[config.mk]
export PLATFORM = sky130hd
export DESIGN_NAME = crc8_frame_receiver
export DESIGN_NICKNAME = d
export VERILOG_FILES = /design/src/rtl/crc8fr_pkg.sv /design/src/rtl/crc8fr_ram.sv /design/src/rtl/crc8_frame_receiver.sv
export VERILOG_INCLUDE_DIRS = /design/src /design/src/rtl
export SDC_FILE = /design/constraint.sdc
export NUM_CORES = 1
export LEC_CHECK = 0
export ABC_AREA = 1
export BUFFER_PORTS_ARGS = -buffer_cell sky130_fd_sc_hd__buf_4
export CORE_ASPECT_RATIO = 0.8
export CORE_MARGIN = 8
export CORE_UTILIZATION = 50
export CTS_CLUSTER_SIZE = 10
export DETAILED_ROUTE_END_ITERATION = 7
export PLACE_DENSITY = 0.7
export SETUP_SLACK_MARGIN = 0.3
export SYNTH_ARGS = -nofsm -noshare
export SYNTH_HDL_FRONTEND = slang
export SYNTH_SLANG_ARGS = --single-unit
[constraint.sdc]
create_clock -name i_clk -period 5.1 [get_ports i_clk]
set_input_delay 0.51 -clock i_clk [delete_from_list [all_inputs] [get_ports i_clk]]
set_output_delay 0.51 -clock i_clk [all_outputs]
set_load 0.03 [all_outputs]
[src/rtl/crc8_frame_receiver_assert.svh]
// assertion macros for the crc8 frame receiver
// expects i_clk and i_rst_n in the scope where a macro is used
`ifndef CRC8_FRAME_RECEIVER_ASSERT_SVH
`define CRC8_FRAME_RECEIVER_ASSERT_SVH

// same-cycle implication, disabled during reset
`define CRC8FR_ASSERT_IMP(label, ante, cons) \
    label: assert property (@(posedge i_clk) disable iff (!i_rst_n) (ante) |-> (cons)) \
        else $error("crc8 frame receiver: implication check failed");

// next-cycle implication, disabled during reset
`define CRC8FR_ASSERT_NXT(label, ante, cons) \
    label: assert property (@(posedge i_clk) disable iff (!i_rst_n) (ante) |=> (cons)) \
        else $error("crc8 frame receiver: next-cycle check failed");

`endif

[src/rtl/crc8fr_pkg.sv]
// types, constants and the crc8 byte fold for the crc8 frame receiver
// no dependencies
`timescale 1ns / 1ps

package crc8fr_pkg;

    localparam int MAX_DATA    = 127;
    localparam int STORE_DEPTH = 128;
    localparam int STORE_AW    = $clog2(STORE_DEPTH);
    localparam int LEN_LIMIT   = (MAX_DATA < STORE_DEPTH - 1) ? MAX_DATA : STORE_DEPTH - 1;

    localparam logic [7:0]  SYNC_BYTE     = 8'h1B;
    localparam logic [7:0]  TYPE_BYTE     = 8'h40;
    localparam logic [7:0]  FIRST_CMD     = 8'h80;
    localparam logic [15:0] TIMEOUT_RESET = 16'd15;
    localparam logic [7:0]  POLY_RESET    = 8'h07;
    localparam logic [7:0]  INIT_RESET    = 8'h00;
    localparam logic [15:0] TICKS_MAX     = 16'hFFFF;

    typedef enum logic [2:0] {
        PH_SYNC = 3'd0,
        PH_TYPE = 3'd1,
        PH_CMD  = 3'd2,
        PH_LEN  = 3'd3,
        PH_DATA = 3'd4,
        PH_HELD = 3'd5
    } t_phase;

    typedef enum logic [2:0] {
        ST_OK      = 3'd0,
        ST_HELD    = 3'd1,
        ST_CLOSED  = 3'd2,
        ST_GOOD    = 3'd3,
        ST_CRC     = 3'd4,
        ST_TIMEOUT = 3'd5,
        ST_READ    = 3'd6
    } t_status;

    typedef enum logic [1:0] {
        FN_BYTE    = 2'd0,
        FN_TICK    = 2'd1,
        FN_RELEASE = 2'd2,
        FN_READ    = 2'd3
    } t_func;

    typedef enum logic [1:0] {
        CFG_ENABLE  = 2'd0,
        CFG_TIMEOUT = 2'd1,
        CFG_POLY    = 2'd2,
        CFG_INIT    = 2'd3
    } t_cfg_index;

    // msb-first crc8 update over one byte
    function automatic logic [7:0] crc8_fold(input logic [7:0] crc, input logic [7:0] b,
                                             input logic [7:0] poly);
        logic [7:0] c;
        c = crc ^ b;
        for (int i = 0; i < 8; i++) begin
            if (c[7]) begin
                c = {c[6:0], 1'b0} ^ poly;
            end else begin
                c = {c[6:0], 1'b0};
            end
        end
        return c;
    endfunction

endpackage

[src/rtl/crc8fr_ram.sv]
// generic simple dual-port ram, registered read with read enable
// no dependencies
`timescale 1ns / 1ps

module crc8fr_ram #(
    parameter int WIDTH = 8,
    parameter int DEPTH = 128
) (
    input  logic                     i_clk,
    input  logic                     i_we,
    input  logic [$clog2(DEPTH)-1:0] i_waddr,
    input  logic [WIDTH-1:0]         i_wdata,
    input  logic                     i_re,
    input  logic [$clog2(DEPTH)-1:0] i_raddr,
    output logic [WIDTH-1:0]         o_rdata
);

    logic [WIDTH-1:0] r_mem [DEPTH];
    logic [WIDTH-1:0] r_rdata;

    always_ff @(posedge i_clk) begin
        if (i_we) begin
            r_mem[i_waddr] <= i_wdata;
        end
        if (i_re) begin
            r_rdata <= r_mem[i_raddr];
        end
    end

    assign o_rdata = r_rdata;

endmodule

[src/rtl/crc8_frame_receiver.sv]
// top level of the crc8 frame receiver: deframer state, crc check, result pipeline
// depends on crc8fr_pkg, crc8fr_ram and crc8_frame_receiver_assert.svh
`timescale 1ns / 1ps

// crc8 frame receiver. each input transaction carries one function: a received byte,
// an idle tick, a release of the held frame, or a read of a held data byte. every
// input transaction yields exactly one result transaction. the block takes one
// transaction per clock cycle unless the result side stalls; the result is registered
// in stage one, beside the store's registered read port, then in the output register.
// frames are sync 0x1b, type 0x40, command >= 0x80, length <= MAX_DATA, the data and
// a crc8 byte; the crc (msb first, polynomial and start value from the configuration
// port) runs over the whole frame and must end at zero. a good frame is held until
// released; bytes arriving meanwhile are refused. the data store needs no clearing
// after reset since only bytes of the held frame are ever read. the user must write
// configuration only while no transaction is in flight; the block does not enforce it.
module crc8_frame_receiver (
    input  logic        i_clk,
    input  logic        i_rst_n,
    // configuration write port
    input  logic        i_cfg_we,
    input  logic [1:0]  i_cfg_index,
    input  logic [15:0] i_cfg_data,
    // input stream
    input  logic        i_s_tvalid,
    output logic        o_s_tready,
    input  logic [15:0] i_s_tdata,   // [7:0] rx_byte, [14:8] read_index, [15] zero
    input  logic [1:0]  i_s_tuser,   // [1:0] func
    // result stream
    output logic        o_m_tvalid,
    input  logic        i_m_tready,
    output logic [23:0] o_m_tdata,   // [0] frame_ready, [8:1] cmd_code, [15:9] data_len,
                                     // [23:16] read_byte
    output logic [2:0]  o_m_tuser    // [2:0] status
);
    import crc8fr_pkg::*;

    // configuration registers
    logic        r_cfg_enable;
    logic [15:0] r_cfg_timeout;
    logic [7:0]  r_cfg_poly;
    logic [7:0]  r_cfg_init;

    // deframer state
    t_phase       r_phase, n_phase;
    logic [6:0]   r_data_count, n_data_count;
    logic [6:0]   r_frame_len, n_frame_len;
    logic [7:0]   r_frame_cmd, n_frame_cmd;
    logic [7:0]   r_crc, n_crc;
    logic [15:0]  r_idle, n_idle;

    // first result stage (everything but the store read data)
    logic         r_p_valid;
    t_status      r_p_status, n_status;
    logic         r_p_ready;
    logic [7:0]   r_p_cmd;
    logic [6:0]   r_p_len;
    logic         r_p_rd_sel, n_rd_sel;

    // output register
    logic         r_o_valid;
    logic [2:0]   r_o_status;
    logic         r_o_ready;
    logic [7:0]   r_o_cmd;
    logic [6:0]   r_o_len;
    logic [7:0]   r_o_byte;

    // input fields
    t_func        in_func;
    logic [7:0]   in_byte;
    logic [6:0]   in_index;

    logic         accept;
    logic         out_adv;
    logic         store_we;
    logic [7:0]   store_rdata;
    logic [7:0]   crc_cont;
    logic [7:0]   crc_restart;
    logic [15:0]  tick_count;
    logic         n_held;

    assign in_func  = t_func'(i_s_tuser);
    assign in_byte  = i_s_tdata[7:0];
    assign in_index = i_s_tdata[14:8];

    // output register frees when empty or taken; stage one moves on then
    assign out_adv    = !r_o_valid || i_m_tready;
    assign o_s_tready = !r_p_valid || out_adv;
    assign accept     = i_s_tvalid && o_s_tready;

    assign crc_cont    = crc8_fold(r_crc, in_byte, r_cfg_poly);
    assign crc_restart = crc8_fold(r_cfg_init, in_byte, r_cfg_poly);
    assign tick_count  = (r_idle != TICKS_MAX) ? r_idle + 16'd1 : r_idle;

    // next state and result of one transaction
    always_comb begin
        n_phase      = r_phase;
        n_data_count = r_data_count;
        n_frame_len  = r_frame_len;
        n_frame_cmd  = r_frame_cmd;
        n_crc        = r_crc;
        n_idle       = r_idle;
        n_status     = ST_OK;
        n_rd_sel     = 1'b0;
        store_we     = 1'b0;

        if (accept) begin
            if (!r_cfg_enable) begin
                n_phase  = PH_SYNC;
                n_status = ST_CLOSED;
            end else begin
                case (in_func)
                    FN_BYTE: begin
                        if (r_phase == PH_HELD) begin
                            n_status = ST_HELD;
                        end else begin
                            n_idle = '0;
                            case (r_phase)
                                PH_TYPE: begin
                                    if (in_byte == TYPE_BYTE) begin
                                        n_crc   = crc_cont;
                                        n_phase = PH_CMD;
                                    end else if (in_byte == SYNC_BYTE) begin
                                        n_crc = crc_restart;
                                    end else begin
                                        n_phase = PH_SYNC;
                                    end
                                end
                                PH_CMD: begin
                                    if (in_byte >= FIRST_CMD) begin
                                        n_frame_cmd = in_byte;
                                        n_crc       = crc_cont;
                                        n_phase     = PH_LEN;
                                    end else if (in_byte == SYNC_BYTE) begin
                                        // resync in place of a command
                                        n_crc   = crc_restart;
                                        n_phase = PH_TYPE;
                                    end else begin
                                        n_phase = PH_SYNC;
                                    end
                                end
                                PH_LEN: begin
                                    if (in_byte <= 8'(LEN_LIMIT)) begin
                                        n_frame_len  = in_byte[6:0];
                                        n_data_count = '0;
                                        n_crc        = crc_cont;
                                        n_phase      = PH_DATA;
                                    end else begin
                                        n_phase = PH_SYNC;
                                    end
                                end
                                PH_DATA: begin
                                    n_crc = crc_cont;
                                    if (r_data_count < r_frame_len) begin
                                        store_we     = 1'b1;
                                        n_data_count = r_data_count + 7'd1;
                                    end else if (crc_cont == 8'd0) begin
                                        n_phase  = PH_HELD;
                                        n_status = ST_GOOD;
                                    end else begin
                                        n_phase  = PH_SYNC;
                                        n_status = ST_CRC;
                                    end
                                end
                                default: begin
                                    if (in_byte == SYNC_BYTE) begin
                                        n_crc   = crc_restart;
                                        n_phase = PH_TYPE;
                                    end else begin
                                        n_phase = PH_SYNC;
                                    end
                                end
                            endcase
                        end
                    end
                    FN_TICK: begin
                        // ticks count only inside a frame
                        if (r_phase == PH_TYPE || r_phase == PH_CMD ||
                            r_phase == PH_LEN || r_phase == PH_DATA) begin
                            n_idle = tick_count;
                            if (tick_count >= r_cfg_timeout) begin
                                n_phase  = PH_SYNC;
                                n_status = ST_TIMEOUT;
                            end
                        end
                    end
                    FN_RELEASE: begin
                        if (r_phase == PH_HELD) begin
                            n_phase = PH_SYNC;
                        end
                    end
                    default: begin
                        n_status = ST_READ;
                        n_rd_sel = (r_phase == PH_HELD) && (in_index < r_frame_len);
                    end
                endcase
            end
        end

        // disabling the channel drops any frame at once
        if (i_cfg_we && i_cfg_index == CFG_ENABLE && !i_cfg_data[0]) begin
            n_phase = PH_SYNC;
        end
    end

    assign n_held = (n_phase == PH_HELD);

    // configuration registers
    always_ff @(posedge i_clk) begin
        if (!i_rst_n) begin
            r_cfg_enable  <= 1'b0;
            r_cfg_timeout <= TIMEOUT_RESET;
            r_cfg_poly    <= POLY_RESET;
            r_cfg_init    <= INIT_RESET;
        end else if (i_cfg_we) begin
            case (t_cfg_index'(i_cfg_index))
                CFG_ENABLE:  r_cfg_enable  <= i_cfg_data[0];
                CFG_TIMEOUT: r_cfg_timeout <= i_cfg_data;
                CFG_POLY:    r_cfg_poly    <= i_cfg_data[7:0];
                CFG_INIT:    r_cfg_init    <= i_cfg_data[7:0];
                default:     r_cfg_enable  <= r_cfg_enable;
            endcase
        end
    end

    // deframer state registers
    always_ff @(posedge i_clk) begin
        if (!i_rst_n) begin
            r_phase      <= PH_SYNC;
            r_data_count <= '0;
            r_frame_len  <= '0;
            r_frame_cmd  <= '0;
            r_crc        <= '0;
            r_idle       <= '0;
        end else begin
            r_phase      <= n_phase;
            r_data_count <= n_data_count;
            r_frame_len  <= n_frame_len;
            r_frame_cmd  <= n_frame_cmd;
            r_crc        <= n_crc;
            r_idle       <= n_idle;
        end
    end

    // result pipeline valid flags
    always_ff @(posedge i_clk) begin
        if (!i_rst_n) begin
            r_p_valid <= 1'b0;
            r_o_valid <= 1'b0;
        end else begin
            if (out_adv) begin
                r_o_valid <= r_p_valid;
            end
            if (accept) begin
                r_p_valid <= 1'b1;
            end else if (out_adv) begin
                r_p_valid <= 1'b0;
            end
        end
    end

    // result payload
    always_ff @(posedge i_clk) begin
        if (accept) begin
            r_p_status <= n_status;
            r_p_ready  <= n_held;
            r_p_cmd    <= n_held ? n_frame_cmd : 8'd0;
            r_p_len    <= n_held ? n_frame_len : 7'd0;
            r_p_rd_sel <= n_rd_sel;
        end
        if (out_adv && r_p_valid) begin
            r_o_status <= r_p_status;
            r_o_ready  <= r_p_ready;
            r_o_cmd    <= r_p_cmd;
            r_o_len    <= r_p_len;
            r_o_byte   <= r_p_rd_sel ? store_rdata : 8'd0;
        end
    end

    // data store; read data holds while stage one is stalled
    crc8fr_ram #(
        .WIDTH (8),
        .DEPTH (STORE_DEPTH)
    ) u_store (
        .i_clk   (i_clk),
        .i_we    (store_we),
        .i_waddr (r_data_count[STORE_AW-1:0]),
        .i_wdata (in_byte),
        .i_re    (accept),
        .i_raddr (in_index[STORE_AW-1:0]),
        .o_rdata (store_rdata)
    );

    assign o_m_tvalid = r_o_valid;
    assign o_m_tdata  = {r_o_byte, r_o_len, r_o_cmd, r_o_ready};
    assign o_m_tuser  = r_o_status;

`include "crc8_frame_receiver_assert.svh"

    // data never runs past the announced length
    `CRC8FR_ASSERT_IMP(a_count_in_len, r_phase == PH_DATA, r_data_count <= r_frame_len)
    // a closed channel always ends in wait for sync
    `CRC8FR_ASSERT_NXT(a_closed_idle, accept && !r_cfg_enable, r_phase == PH_SYNC)
    // a stalled first stage keeps its item
    `CRC8FR_ASSERT_NXT(a_stage_hold, r_p_valid && !out_adv, r_p_valid)
    // store read only selected for a held frame
    `CRC8FR_ASSERT_NXT(a_read_held, accept && r_phase != PH_HELD, !r_p_rd_sel)
    // store written only while collecting data
    `CRC8FR_ASSERT_IMP(a_write_data, store_we, r_phase == PH_DATA && accept)

endmodule

==> run_results.csv <==
group,metric,value,unit
worst_setup_path,cp-end-kind,"flip-flop",
floorplanning,design.die.area,109000,um2
synthesis,synthCells,4289,
grt,grt-ovfl-total,0,
grt,grt_max_degree,133,
worst_setup_path,cp_data_required_time,5560,ps
synthesis,synth_top_area_cell,"edfxtp_1",
synthesis,synth_edf_count,1079,
finish,nNetsFinal,4385,
sta,final_hold_viol_count,0,
sta,relSlewSlack,21.8,%
worst_setup_path,path_max_fanout,11,
finish,n_antenna_cell,0,
floorplanning,fp-row-count,103,
worst_setup_path,cp_slowest_cell,"dfxtp_2",
pwr,ir_worst_vdd,0.341,mV
sta,final.setup.tns,0,ps
synthesis,synthArstFlopShare,0,%
worst_setup_path,crit_path_start_kind,"flip-flop",
synthesis,yosys_most_used_dff,"edfxtp_1",
floorplanning,fp.dieH,297,um
placement,place_ws,76.1,ps
worst_setup_path,critPathArrivalTime,4890,ps
route,firstDrtPassIters,5,
floorplanning,die_x,367,um
grt,antenna_found_initial,4,
sta,grt_setup_unrepaired,"false",
worst_setup_path,cp_common_cell,"inv_1",
synthesis,syn_area_per_cell,11.5,um2
route,drtIter0Drc,4539,
synthesis,ys_types,58,
floorplanning,pin_count,70,
sta,layout_min_cycle_time,4420,ps
clock_network,h-tree-depth,4,
worst_setup_path,critPathTopFamily,"compound AO/OA/AOI/OAI gates",
pwr,total_leakage_power,18.1,nW
status,status,"completed",
grt,grt_usage,23.0,%
clock_network,clk_pin_slew_worst_paths,50,ps
synthesis,synth_warnings,0,
pwr,power.density,377,nW/um2
route,routed_via_density,6.06,
sta,finalCritPeriodShare,86.7,%
route,num_vias,34300,
sta,max_freq,0.226,GHz
route,remaining_drc_errors,0,
worst_setup_path,critPathKind,"reg2reg",
synthesis,synth_fp_nets,4364,
min_path,hold_path.class,"in2reg",
sta,fin_skew,38.6,ps
finish,post_route_cells_drive_above_1_share,9.19,%
floorplanning,initial_core_util,50.3,%
synthesis,syn-cell-area,49400,um2
placement,port_buffers,68,
route,drtAntennaViolNets,0,
clock_network,cts_root_buf,"clkbuf_16",
sta,setup_viol,0,
sta,tightest_slew,1170,ps
grt,grt_pass1_wl,196000,um
synthesis,synth_area_leaders,"edfxtp_1 66%, o21ai_0 6.9%, nor2_1 6.7%",
worst_setup_path,max_stage_delay,350,ps
sta,slew_violations,0,
clock_network,clk-insertion-delay-late,740,ps
clock_network,cts_tree,"yes",
run,cap_violations,0,
route,routedWlPerCell,23.1,um
floorplanning,core,98300,um2
finish,areaGrowthSynthToFinish,11.6,%
grt,grt_pass1_vias,32000,
clock_network,cts_sinks,1163,
worst_setup_path,critPathBufInv,6,
synthesis,synth_seq_cells,1163,
sta,timing.final.ws_setup,677,ps
clock_network,clock_path_buffers,3,
clock_network,cts_buffers,135,
synthesis,synth_top_area_share,65.6,%
placement,place.gp.congestion,0.868,
synthesis,yosysSeqAreaShare,69.0,%
placement,place_hpwl,76900,um
route,wl,131000,um
[layout make-up]
cell class                      count  area [um2]
Clock buffer                      154        3520
Clock inverter                     16         220
Fill cell                        7898       43200
Inverter                          168         651
Multi-Input combinational cell   2684       13600
Sequential cell                  1163       34100
Tap cell                         1312        1640
Timing Repair Buffer              158        1430
[logic make-up (layout without fill, tap and decap cells)]
logic type | Yosys count | in the layout | share of synthesized area (%)
mux | 3 | 3 | 0.0608
simple gates | 1399 | 1399 | 11.6
fa+ha+maj | 34 | 34 | 0.861
compound gates | 1156 | 1156 | 13.2
xor+xnor | 92 | 92 | 1.74
buf+inv | 442 | 496 | 3.63
flops | 1163 | 1163 | 69.0
[stage by stage]
stage | cell area (um2) | cells | hold slack (ps) | utilization (%) | total power [mW]
floorplan | 49400 | 4289 | 400 | - | 11.8
CTS | 55100 | 5654 | 8.99 | 56.0 | 20.8
detailed placement | 51300 | 5479 | 405 | 52.1 | 12.4
global route | 55100 | 5655 | 41.3 | 56.1 | 21.4
global placement | 51300 | 5479 | 407 | 52.1 | 12.4
finish | 55100 | 5655 | 45.4 | 56.1 | 20.8
[synth_stat cells, drive strengths merged (8+ instances only)]
cell    instances
nand2         360
dfxtp          84
edfxtp       1079
a31oi          13
clkbuf        254
nand4          14
xnor2          35
inv           163
o21ai         685
o211ai         19
a21oi          93
nor3           16
o221ai         46
o32ai          10
ha             34
o311ai          8
buf            19
o22ai         256
nor2          900
xor2           57
nand3         100
[path summary, 6_finish.rpt]
| path | slack, ps | start | endpoint | depth (start not counted) |
|---|---|---|---|---|
| hold reg to reg | 420 | r_p_cmd[7]$_SDFFCE_PP0P_ | r_o_cmd[7]$_DFFE_PP_ | 0 |
| setup / recovery | 680 | r_idle[0]$_SDFFE_PN0P_ | r_p_len[3]$_SDFFCE_PP0P_ | 31 |
| setup reg to reg | 680 | r_idle[0]$_SDFFE_PN0P_ | r_p_len[3]$_SDFFCE_PP0P_ | 31 |
| hold / removal | 50 | i_cfg_data[3] | r_cfg_timeout[3]$_SDFFE_PN1P_ | 3 |
[routing by layer]
layer	track usage (%)	routed length [um]	share of wire, %
met1	33.1	53800	41
met2	35.1	59300	45
met3	4.84	13600	10
met4	7.62	3900	3.0
met5	0	0	0
[cells in the final DEF (no fill, tap or decap), types with 34 or more instances in the layout]
master / n
ha_1: 34
edfxtp_1: 1079
o21ai_0: 677
dfxtp_1: 83
nand2_1: 329
o22ai_1: 256
o221ai_1: 46
nor2_1: 883
inv_1: 147
nand3_1: 89
a21oi_1: 91
clkbuf_16: 138
xnor2_1: 34
buf_4: 135
xor2_1: 50
[where the power goes]
part / switching [mW] / internal, mW / leakage (nW)
clock: 3.66 / 4.87 / 1.82
sequential: 0.0211 / 10.5 / 10.4
combinational: 1.24 / 0.531 / 5.87
total: 4.92 / 15.9 / 18.1
[sequential cells by signal (all words and copies together), names as in the netlist, 3 cells and up]
| name | flops |
|---|---|
| r_data_count | 7 |
| o_m_tuser | 3 |
| u_store.o_rdata | 8 |
| r_o_cmd | 8 |
| r_p_cmd | 8 |
| r_phase | 3 |
| r_cfg_poly | 8 |
| r_cfg_init | 8 |
| r_frame_cmd | 8 |
| r_frame_len | 7 |
| r_crc | 8 |
| r_p_len | 7 |
| u_store.r_mem | 1024 |
| r_p_status | 3 |
| r_o_byte | 8 |
| r_o_len | 7 |
| r_cfg_timeout | 16 |
| r_idle | 16 |
[repair_timing]
action / CTS / global route
hold endpoints to repair: 5 / 0
gates resized for setup: 2 / 12
pin swaps: 1 / 2
setup endpoints to repair: 16 / 19
hold buffers: 3 / 0
buffers inserted: 2 / 1
[worst register-to-register path: cells and delay by family (launching register included)]
family	cells	cell delay [ps]
fa+ha+maj	2	440
buf+inv	6	610
flops	1	350
simple gates	13	1360
compound gates	10	1400
No activity file was read; power rests on OpenSTA's default activity.
